`src/gf2_13_ext_poly_multiplier_macros.svh`:
```
// Assertion helpers for the extension field multiplier
`ifndef GF2_13_EXT_POLY_MULTIPLIER_MACROS_SVH
`define GF2_13_EXT_POLY_MULTIPLIER_MACROS_SVH

// Same-cycle implication, held off during reset
`define GFM_ASSERT_NOW(lbl, ante, cons, msg) \
    lbl: assert property (@(posedge aclk) disable iff (!aresetn) (ante) |-> (cons)) \
        else $error(msg);

// Next-cycle implication, held off during reset
`define GFM_ASSERT_NEXT(lbl, ante, cons, msg) \
    lbl: assert property (@(posedge aclk) disable iff (!aresetn) (ante) |=> (cons)) \
        else $error(msg);

`endif

```
`src/gfm_pkg.sv`:
```
package gfm_pkg;

    localparam int NUM_COEFFS = 128;
    localparam int FIELD_BITS = 13;
    localparam int OUT_GROUP  = 4;
    localparam int NUM_LANES  = 16;
    localparam int NUM_CHUNKS = NUM_COEFFS / NUM_LANES;
    localparam int CHUNK_W    = $clog2(NUM_CHUNKS);
    localparam int IDX_W      = $clog2(NUM_COEFFS);
    localparam int NUM_GROUPS = NUM_COEFFS / OUT_GROUP;
    localparam int GRP_W      = $clog2(NUM_GROUPS);
    localparam int RED_LEN    = FIELD_BITS - 1;

    typedef logic [FIELD_BITS-1:0] coeff_t;
    typedef coeff_t lane_vec_t [NUM_LANES];
    typedef coeff_t group_vec_t [OUT_GROUP];

    // x^(13+k) mod x^13+x^4+x^3+x+1
    localparam coeff_t RED_TBL [RED_LEN] = '{
        13'h001B, 13'h0036, 13'h006C, 13'h00D8, 13'h01B0, 13'h0360,
        13'h06C0, 13'h0D80, 13'h1B00, 13'h161B, 13'h0C2D, 13'h185A
    };

    typedef enum logic [1:0] {
        ST_LOAD,
        ST_CALC,
        ST_SEND
    } state_t;

    typedef struct packed {
        logic               clear;
        logic               step;
        logic [CHUNK_W-1:0] chunk;
        logic               drain;
    } acc_ctrl_t;

endpackage

```
`src/gfm_lane.sv`:
```
module gfm_lane (
    input  gfm_pkg::coeff_t x,
    input  gfm_pkg::coeff_t y,
    output gfm_pkg::coeff_t z
);
    import gfm_pkg::*;

    logic [2*FIELD_BITS-2:0] clmul;

    // carry-less multiply
    always_comb begin
        clmul = '0;
        for (int k = 0; k < FIELD_BITS; k++) begin
            if (y[k]) begin
                clmul = clmul ^ ({{(FIELD_BITS-1){1'b0}}, x} << k);
            end
        end
    end

    // reduce the high bits through the constant table
    always_comb begin
        z = clmul[FIELD_BITS-1:0];
        for (int k = 0; k < RED_LEN; k++) begin
            if (clmul[FIELD_BITS+k]) begin
                z = z ^ RED_TBL[k];
            end
        end
    end

endmodule

```
`config.mk`:
```
export PLATFORM = sky130hd
export DESIGN_NAME = gfm_lane
export DESIGN_NICKNAME = d
export VERILOG_FILES = /design/src/gf2_13_ext_poly_multiplier_macros.svh /design/src/gfm_pkg.sv /design/src/gfm_lane.sv
export SDC_FILE = /design/constraint.sdc
export NUM_CORES = 1
export LEC_CHECK = 0
export CAP_MARGIN = 40
export CORE_ASPECT_RATIO = 1.25
export CORE_MARGIN = 3
export CORE_UTILIZATION = 55
export DETAILED_ROUTE_END_ITERATION = 12
export DONT_BUFFER_PORTS = 1
export PLACE_DENSITY_LB_ADDON = 0.05
export SYNTH_ARGS = -nofsm -noshare
export SYNTH_HDL_FRONTEND = slang
export SYNTH_SLANG_ARGS = --single-unit
```
`constraint.sdc`:
```
create_clock -name vclk -period 3.9
set_clock_uncertainty 0.2 [all_clocks]
set_input_delay 0 -clock vclk [all_inputs]
set_output_delay 0 -clock vclk [all_outputs]
set_load 0.03 [all_outputs]
```
## Word level (Yosys, flattened, before mapping)

Index checks and enable logic that the tools add are counted.

- Output and inout port bits: 13
- Bits of input ports: 26
- Logic and storage cells: 49
- Register bits: 0

- Bitwise gates (word level): 24
- Mux-type cells: 25

Operators by type and width:

| operator | count |
|---|---|
| $mux 25 | 12 |
| $mux 13 | 4 |
| $not 4->4 | 9 |
| $xor 25x15->25 | 1 |
| $xor 25x16->25 | 1 |
| $xor 25x17->25 | 1 |
| $xor 25x18->25 | 1 |
| $xor 25x19->25 | 1 |
| $xor 25x20->25 | 1 |
| $xor 25x21->25 | 1 |
| $xor 25x22->25 | 1 |
| $xor 25x23->25 | 1 |
| $xor 25x24->25 | 1 |
| $xor 25x25->25 | 1 |
| $mux 12 | 2 |
| $xor 13x14->14 | 1 |
| $not 6->6 | 2 |
| $mux 11 | 1 |
| $mux 10 | 1 |
| $mux 9 | 1 |
| $mux 8 | 1 |
| $mux 7 | 1 |
| $not 7->7 | 1 |
| $mux 6 | 1 |
| $mux 5 | 1 |

## Longest topological paths before layout

Gate-level depths: netlist (run 1).

- Word-level depth: 49
- Gate-level depth with buffers: 8
- Gate-level depth less buffers: 6

## Worst setup path after synthesis (run 1)

Ideal clock, no wire load.

- Kind: input to output
- From: in x[12]
- To: out z[1]
- Buffers on the path: 1
- Slack: 1.321 ns
- Stages on the path: 7
- Data required time: 3.700 ns
- Arrival time: 2.379 ns
- Path through: clkbuf_2 nand2_2 xnor3_2 xnor3_1 xnor3_2 xnor3_2 xnor2_1

- Cells in the longest elaborated chain, start to end: 39

Ends and longest elaborated chain:

| element | RTL line | text |
|---|---|---|
| start, declared | gfm_lane.sv:2 | `input gfm_pkg::coeff_t x,` |
| $xor 13x14->14 | gfm_lane.sv:15 | `clmul = clmul ^ ({{(FIELD_BITS-1){1'b0}}, x} << k);` |
| $mux 25 | gfm_lane.sv:14 | `if (y[k]) begin` |
| $xor 25x15->25 | gfm_lane.sv:15 |  |
| $mux 25 | gfm_lane.sv:14 |  |
| $xor 25x16->25 | gfm_lane.sv:15 |  |
| $mux 25 | gfm_lane.sv:14 |  |
| $xor 25x17->25 | gfm_lane.sv:15 |  |
| $mux 25 | gfm_lane.sv:14 |  |
| (+23 left out) | - |  |
| $mux 11 | gfm_lane.sv:24 | `if (clmul[FIELD_BITS+k]) begin` |
| $mux 12 | gfm_lane.sv:24 |  |
| $mux 13 | gfm_lane.sv:24 |  |
| $not 7->7 (no source line) | - |  |
| $mux 13 | gfm_lane.sv:24 |  |
| $mux 12 | gfm_lane.sv:24 |  |
| $not 6->6 (no source line) | - |  |
| $mux 13 * | gfm_lane.sv:24 |  |
| end, declared | gfm_lane.sv:4 | `output gfm_pkg::coeff_t z` |

Every way passes the cells marked *; elsewhere a longest branch is shown, timed or not.

## Worst setup path in the final report (run 1)

- From: in x[10]
- To: out z[1]

- Cells in the longest elaborated chain, start to end: 35

Ends and longest elaborated chain:

| element | RTL line |
|---|---|
| $xor 25x16->25 | gfm_lane.sv:15 |
| $mux 25 | gfm_lane.sv:14 |
| $xor 25x17->25 | gfm_lane.sv:15 |
| $mux 25 | gfm_lane.sv:14 |
| $xor 25x18->25 | gfm_lane.sv:15 |
| $mux 25 | gfm_lane.sv:14 |
| $xor 25x19->25 | gfm_lane.sv:15 |
| $mux 25 | gfm_lane.sv:14 |
| (+19 left out) | - |
| $mux 11 | gfm_lane.sv:24 |
| $mux 12 | gfm_lane.sv:24 |
| $mux 13 | gfm_lane.sv:24 |
| $not 7->7 (no source line) | - |
| $mux 13 * | gfm_lane.sv:24 |
| $mux 12 * | gfm_lane.sv:24 |
| $not 6->6 (no source line) | - |
| $mux 13 * | gfm_lane.sv:24 |

Marks and branches as above.

==> results.json, run 1 <==
{
  "synth_warnings": 0,
  "n_sequential_cell": 0,
  "hold_viol_final": 0,
  "rsz0062_at_grt": "no",
  "place_ws_ns": 1.34,
  "setup_total_negative_slack_ns": 0,
  "gr-max-usage-layer": "met2",
  "grt_pass1_vias": 2112,
  "diodes": 0,
  "least_margin_pin_slew_ns": 0.752,
  "place.port_buffers": 0,
  "avgViaCountPerCell": 5.43,
  "power_leakage_nw": 1.03,
  "dr_total_vias": 2171,
  "power_frac_seq": 0,
  "placedInstanceArea_sq_um": 2460,
  "grtUsageTotal": 0.263,
  "crit_path_max_fanout": 13,
  "post_synth_num_cell_types": 18,
  "grt_first_pass_wirelength_microns": 11000,
  "cts_post_setup_buffers_inserted": 0,
  "synthTopCellsByArea": "xnor2_1, nand2_1, xnor3_1",
  "cts_resized": 0,
  "fmaxAchievable_mhz": 392,
  "synth_cells": 372,
  "core.rowCount": 26,
  "finalCritPeriodShare": 0.655,
  "worst_slack_ns": 1.35,
  "setup_viol_count_final": 0,
  "place_congestion": 0.845,
  "initial_utilization": 0.592,
  "dp.final_hpwl_microns": 4830,
  "first_pass_iters": 4,
  "hold_slack_ns": 0.160,
  "irDropWorstVdd_v": 0.000487,
  "first_iter_violations": 186,
  "final.fill_count": 414,
  "die_area_sq_um": 5410,
  "remaining_design_rule_violation_count": 0,
  "boundaryPins": 39,
  "arrival_ns": 2.35,
  "synth_top_area_frac": 0.420,
  "synth.cell_area_sq_um": 2500,
  "antenna_violating_nets_post_route": 0,
  "yosysTopAreaCell": "xnor2_1",
  "core-area_sq_um": 4230,
  "switching_fraction_of_total_power": 0.617,
  "mostFrequentLayoutCell": "nand2_1",
  "die_height_microns": 81.5,
  "mostFrequentLayoutCells": "nand2_1, xnor2_1, xor2_1, xnor3_1, xnor3_2",
  "num-nets-final": 372,
  "routed_wire_per_std_cell_microns": 16.9,
  "power_density_nw_per_um2": 559,
  "clock_buffer_count": 0,
  "worst_setup_path_end_kind": "output port",
  "maxSlewViolCount": 0,
  "ff_latch_area_sq_um": 0,
  "grtUsageMet3": 0.0219,
  "cp_data_required_time_ns": 3.70,
  "area_growth_pct": -1.75,
  "final_period_minus_worst_setup_slack_ns": 2.55,
  "multi_input_area_sq_um": 2390,
  "cts-hold-fix-buffers": 0,
  "mappedNetlistNets": 398,
  "wl_microns": 6780,
  "synthesis.area_per_instance_sq_um": 6.73,
  "grt_max_degree": 17,
  "power.switching_mw": 0.850,
  "groute.layer.met1.usage": 0.360,
  "path_class": "in -> out",
  "synth_seq_area_share": 0,
  "antenna_violations_before_repair": 0,
  "globalRoute.totalOverflow": 0,
  "relative_contribution_of_the_clock_network_to_total_power": 0,
  "setup.worst_path.start_class": "primary input",
  "hold_path_class": "in -> out",
  "met2_usage": 0.462,
  "max_cap_viol_count": 0,
  "cell_internal_power_mw": 0.527,
  "final_core_utilization": 0.582,
  "die-width_microns": 66.4,
  "share_of_layout_cells_above_drive_strength_1": 0.0145,
  "final_design_area_no_fill_sq_um": 2460,
  "remaining_max_slew_budget_at_the_tightest_pin": 0.495,
  "comb_power_share": 1.000,
  "status": "completed"
}
cells in the mapped netlist:
cell / instances
a22oi_1: 1
buf_6: 1
xnor2_1: 120
nor2_1: 1
nand2_1: 166
nand2b_1: 1
nor3b_1: 1
clkbuf_2: 1
o21ai_0: 1
xnor3_2: 3
xor2_1: 31
clkbuf_1: 25
a21o_1: 1
xnor3_1: 14
nand2_2: 2
a21oi_1: 1
inv_1: 1
buf_1: 1
final cells by class:
cell class         count  share of cell area
inverters              1             0.00153
multi-input cells    343               0.970
well taps             56              0.0285
through the flow:
step,std cells,power [mW]
final,400,1.38
after global routing,400,1.46
after CTS,400,1.40
after detailed placement,400,1.39
after global placement,400,1.39
after floorplan,372,1.30
worst max-delay path, cell delays in order:
cell and delay, ns:
nand2_2 0.04, xnor3_2 0.45, xnor3_1 0.39, xnor3_2 0.46, xnor3_2 0.42, xnor2_1 0.59
kinds of logic (layout without fill, tap and decap cells):
group                     after synthesis  after routing  share of synthesized area
AOI/OAI and AO/OA                       4              4                    0.00999
xor gates and xnor gates              168            168                      0.682
and+or+nand+nor                       171            171                      0.261
buffers and inverters                  29              1                     0.0469
power groups by stage:
stage               Clock [mW]  Sequential [mW]  Combinational [mW]
global route                 0                0                1.46
CTS                          0                0                1.40
global placement             0                0                1.39
floorplan                    0                0                1.30
detailed placement           0                0                1.39
finish                       0                0                1.38
final timing paths:
kind  startpoint   end  cells after the start
min         x[0]  z[0]                      3
max        x[10]  z[1]                      6
routing by layer:
layer	wire length, microns	vias up
li1	-	1054
met1	2850	1025
met2	3340	84
met3	499	8
met4	83	0
met5	0	-
No activity file was read; power rests on OpenSTA's default activity.
==> run 2: changes to the inputs <==
- clock period: 3.9 -> 2.4 ns (I/O delays scaled with it)
==> results.json, run 2 (synthesis gave the netlist of run 1 again) <==
{
  "core.rowCount": 26,
  "place_congestion": 0.829,
  "place_ws_ns": 0.124,
  "finalCritPeriodShare": 0.948,
  "status": "completed",
  "dr_total_vias": 2204,
  "least_margin_pin_slew_ns": 0.708,
  "antenna_violations_before_repair": 0,
  "first_pass_iters": 4,
  "cts-hold-fix-buffers": 0,
  "core-area_sq_um": 4230,
  "cts_resized": 0,
  "share_of_layout_cells_above_drive_strength_1": 0.0560,
  "dp.final_hpwl_microns": 4960,
  "remaining_design_rule_violation_count": 0,
  "remaining_max_slew_budget_at_the_tightest_pin": 0.525,
  "maxSlewViolCount": 0,
  "mostFrequentLayoutCell": "nand2_1",
  "die-width_microns": 66.4,
  "crit_path_max_fanout": 13,
  "hold_path_class": "in -> out",
  "irDropWorstVdd_v": 0.00105,
  "die_height_microns": 81.5,
  "hold_viol_final": 0,
  "initial_utilization": 0.592,
  "comb_power_share": 1.000,
  "antenna_violating_nets_post_route": 0,
  "first_iter_violations": 188,
  "relative_contribution_of_the_clock_network_to_total_power": 0,
  "mostFrequentLayoutCells": "nand2_1, xnor2_1, xor2_1, xnor3_1, buf_4",
  "diodes": 0,
  "power_frac_seq": 0,
  "area_growth_pct": 2.50,
  "cts_post_setup_buffers_inserted": 0,
  "power.switching_mw": 1.45,
  "final_period_minus_worst_setup_slack_ns": 2.28,
  "wl_microns": 6990,
  "switching_fraction_of_total_power": 0.542,
  "routed_wire_per_std_cell_microns": 16.9,
  "place.port_buffers": 0,
  "fmaxAchievable_mhz": 439,
  "rsz0062_at_grt": "no",
  "setup.worst_path.start_class": "primary input",
  "multi_input_area_sq_um": 2400,
  "boundaryPins": 39,
  "n_sequential_cell": 0,
  "final.fill_count": 418,
  "power_density_nw_per_um2": 1050,
  "grt_max_degree": 17,
  "grt_first_pass_wirelength_microns": 11300,
  "avgViaCountPerCell": 5.34,
  "max_cap_viol_count": 0,
  "setup_viol_count_final": 0,
  "cp_data_required_time_ns": 2.20,
  "power_leakage_nw": 1.10,
  "path_class": "in -> out",
  "worst_setup_path_end_kind": "output port",
  "die_area_sq_um": 5410,
  "arrival_ns": 2.08,
  "worst_slack_ns": 0.124,
  "globalRoute.totalOverflow": 0,
  "grtUsageTotal": 0.272,
  "grt_pass1_vias": 2227,
  "cell_internal_power_mw": 1.23,
  "num-nets-final": 385,
  "ff_latch_area_sq_um": 0,
  "clock_buffer_count": 0,
  "p_total_mw": 2.68
}
[run 2: final cells by class]
type	count	share of cell area
inverters	1	0.00146
repair buffers	13	0.0380
well taps	56	0.0273
multi-input cells	343	0.933
[run 2: final timing paths]
| path | from | end | depth (start not counted) |
|---|---|---|---|
| hold / removal | y[1] | z[1] | 4 |
| setup / recovery | x[10] | z[4] | 6 |
[run 2: metrics by stage]
stage | utilization | setup TNS [ns] | area [sq um] | cells | hold slack, ns
final | 0.607 | 0 | 2570 | 413 | 0.196
after global routing | 0.607 | 0 | 2570 | 413 | 0.234
after CTS | 0.607 | 0 | 2570 | 413 | 0.206
after detailed placement | 0.607 | 0 | 2570 | 413 | 0.205
after global placement | 0.607 | 0 | 2570 | 413 | 0.201
after floorplan | - | -0.00284 | 2510 | 372 | 0.243
[run 2: per-layer routing]
layer | share of wire | routed length (microns) | track usage | vias to the layer above
li1 | - | - | - | 1081
met1 | 0.39 | 2750 | 0.343 | 1013
met2 | 0.49 | 3430 | 0.497 | 102
met3 | 0.10 | 707 | 0.0274 | 8
met4 | 0.015 | 104 | 0.0528 | 0
met5 | 0 | 0 | 0 | -
[run 2: power groups by stage]
stage               clock network (mW)  logic [mW]  registers [mW]
floorplan                            0        2.13               0
global placement                     0        2.69               0
detailed placement                   0        2.71               0
CTS                                  0        2.72               0
global route                         0        2.85               0
finish                               0        2.68               0
[run 2: critical path: stages]
cell,delay [ns]
nand2_2,0.04
xnor3_2,0.43
xnor3_1,0.37
xnor3_2,0.46
xnor3_2,0.43
xnor3_2,0.35
==> run 3: changes to the inputs <==
- CORE_ASPECT_RATIO: 1.25 -> 0.9
==> results.json, run 3 (synthesis gave the netlist of run 1 again) <==
{
  "status": "completed",
  "initial_utilization": 0.591,
  "power_density_nw_per_um2": 1040,
  "layout.cells.non_filler": 416,
  "crit_path_max_fanout": 13,
  "remaining_max_slew_budget_at_the_tightest_pin": 0.539,
  "final_core_utilization": 0.605,
  "grtUsageTotal": 0.267,
  "path_common_cell": "xnor3_2",
  "maxSlewViolCount": 0,
  "dp.final_hpwl_microns": 4760,
  "worst_slack_ns": 0.121,
  "hold_path_class": "in -> out",
  "setup.worst_path.start_class": "primary input",
  "antenna_violating_nets_post_route": 0,
  "setup_viol_count_final": 0,
  "cp_data_required_time_ns": 2.20,
  "core.rowCount": 22,
  "cts_resized": 0,
  "max_stage_delay_ns": 0.46,
  "grt_first_pass_wirelength_microns": 11600,
  "antenna_violations_before_repair": 0,
  "least_margin_pin_slew_ns": 0.687,
  "worst_setup_path_end_kind": "output port",
  "diodes": 0,
  "final_period_minus_worst_setup_slack_ns": 2.28,
  "num-nets-final": 384,
  "boundaryPins": 39,
  "die_area_sq_um": 5400,
  "place_inst": 416,
  "globalRoute.totalOverflow": 0,
  "die-width_microns": 77.1,
  "remaining_design_rule_violation_count": 0,
  "routed_wire_per_std_cell_microns": 16.9,
  "wl_microns": 7040,
  "area_growth_pct": 2.40,
  "grt_pass1_vias": 2080,
  "n_sequential_cell": 0,
  "arrival_ns": 2.08,
  "place_congestion": 0.871,
  "max_cap_viol_count": 0,
  "hold_viol_final": 0,
  "first_iter_violations": 211,
  "irDropWorstVdd_v": 0.000900,
  "cts-hold-fix-buffers": 0,
  "hold_slack_ns": 0.197,
  "clock_buffer_count": 0,
  "avgViaCountPerCell": 5.19,
  "first_pass_iters": 4,
  "dr_total_vias": 2157,
  "final.fill_count": 435,
  "mostFrequentLayoutCell": "nand2_1",
  "power_leakage_nw": 1.10,
  "worst_path_max_delay_cell": "xnor3_2",
  "core-area_sq_um": 4240,
  "cell_internal_power_mw": 1.23,
  "worstPathCellList": "nand2_2 > xnor3_2 > xnor3_1 > xnor3_2 > xnor3_2 > xnor3_2",
  "place_ws_ns": 0.105,
  "grt_max_degree": 17,
  "comb_power_share": 1.000,
  "mostFrequentLayoutCells": "nand2_1, xnor2_1, xor2_1, xnor3_1, buf_4",
  "power_frac_seq": 0,
  "power.switching_mw": 1.44,
  "ff_latch_area_sq_um": 0,
  "p_total_mw": 2.67,
  "cts_post_setup_buffers_inserted": 0,
  "path_class": "in -> out",
  "share_of_layout_cells_above_drive_strength_1": 0.0534,
  "finalCritPeriodShare": 0.950,
  "rsz0062_at_grt": "no",
  "relative_contribution_of_the_clock_network_to_total_power": 0,
  "die_height_microns": 70.0,
  "switching_fraction_of_total_power": 0.540,
  "place.port_buffers": 0,
  "fmaxAchievable_mhz": 439
}
[run 3: cell count changes in the layout (fill, tap and decap cells not counted)]
cell   change
buf_4      -1
[run 3: final cells by class]
type | count | area (sq um) | area share
well taps | 60 | 75.1 | 0.0293
inverters | 1 | 3.75 | 0.00146
repair buffers | 12 | 90.1 | 0.0351
multi-input cells | 343 | 2400 | 0.934
[run 3: final timing paths]
check | start | end | slack (ns) | cells past startpoint
setup / recovery | x[10] | z[4] | 0.12 | 6
hold / removal | x[0] | z[0] | 0.20 | 4
[run 3: per-layer routing]
metal | GRT usage | vias up | part of all wire
li1 | - | 1078 | -
met1 | 0.380 | 991 | 0.44
met2 | 0.462 | 84 | 0.47
met3 | 0.00902 | 4 | 0.082
met4 | 0.0296 | 0 | 0.0070
met5 | 0 | - | 0
[run 3: metrics by stage]
stage	cell area, sq um	setup TNS [ns]
3_5_place_dp	2560	0
3_3_place_gp	2560	0
4_1_cts	2560	0
6_report	2560	0
5_1_grt	2560	0
2_1_floorplan	2510	-0.00284
[run 3: power by group through the flow]
stage / clock [mW] / sequential [mW] / combinational [mW]
floorplan: 0 / 0 / 2.13
global placement: 0 / 0 / 2.68
detailed placement: 0 / 0 / 2.69
CTS: 0 / 0 / 2.69
global route: 0 / 0 / 2.83
finish: 0 / 0 / 2.67
[run 3: worst max-delay path, delay by kind of cell]
family	cells	cell delay [ns]
xor gates and xnor gates	5	2.03
and+or+nand+nor	1	0.04
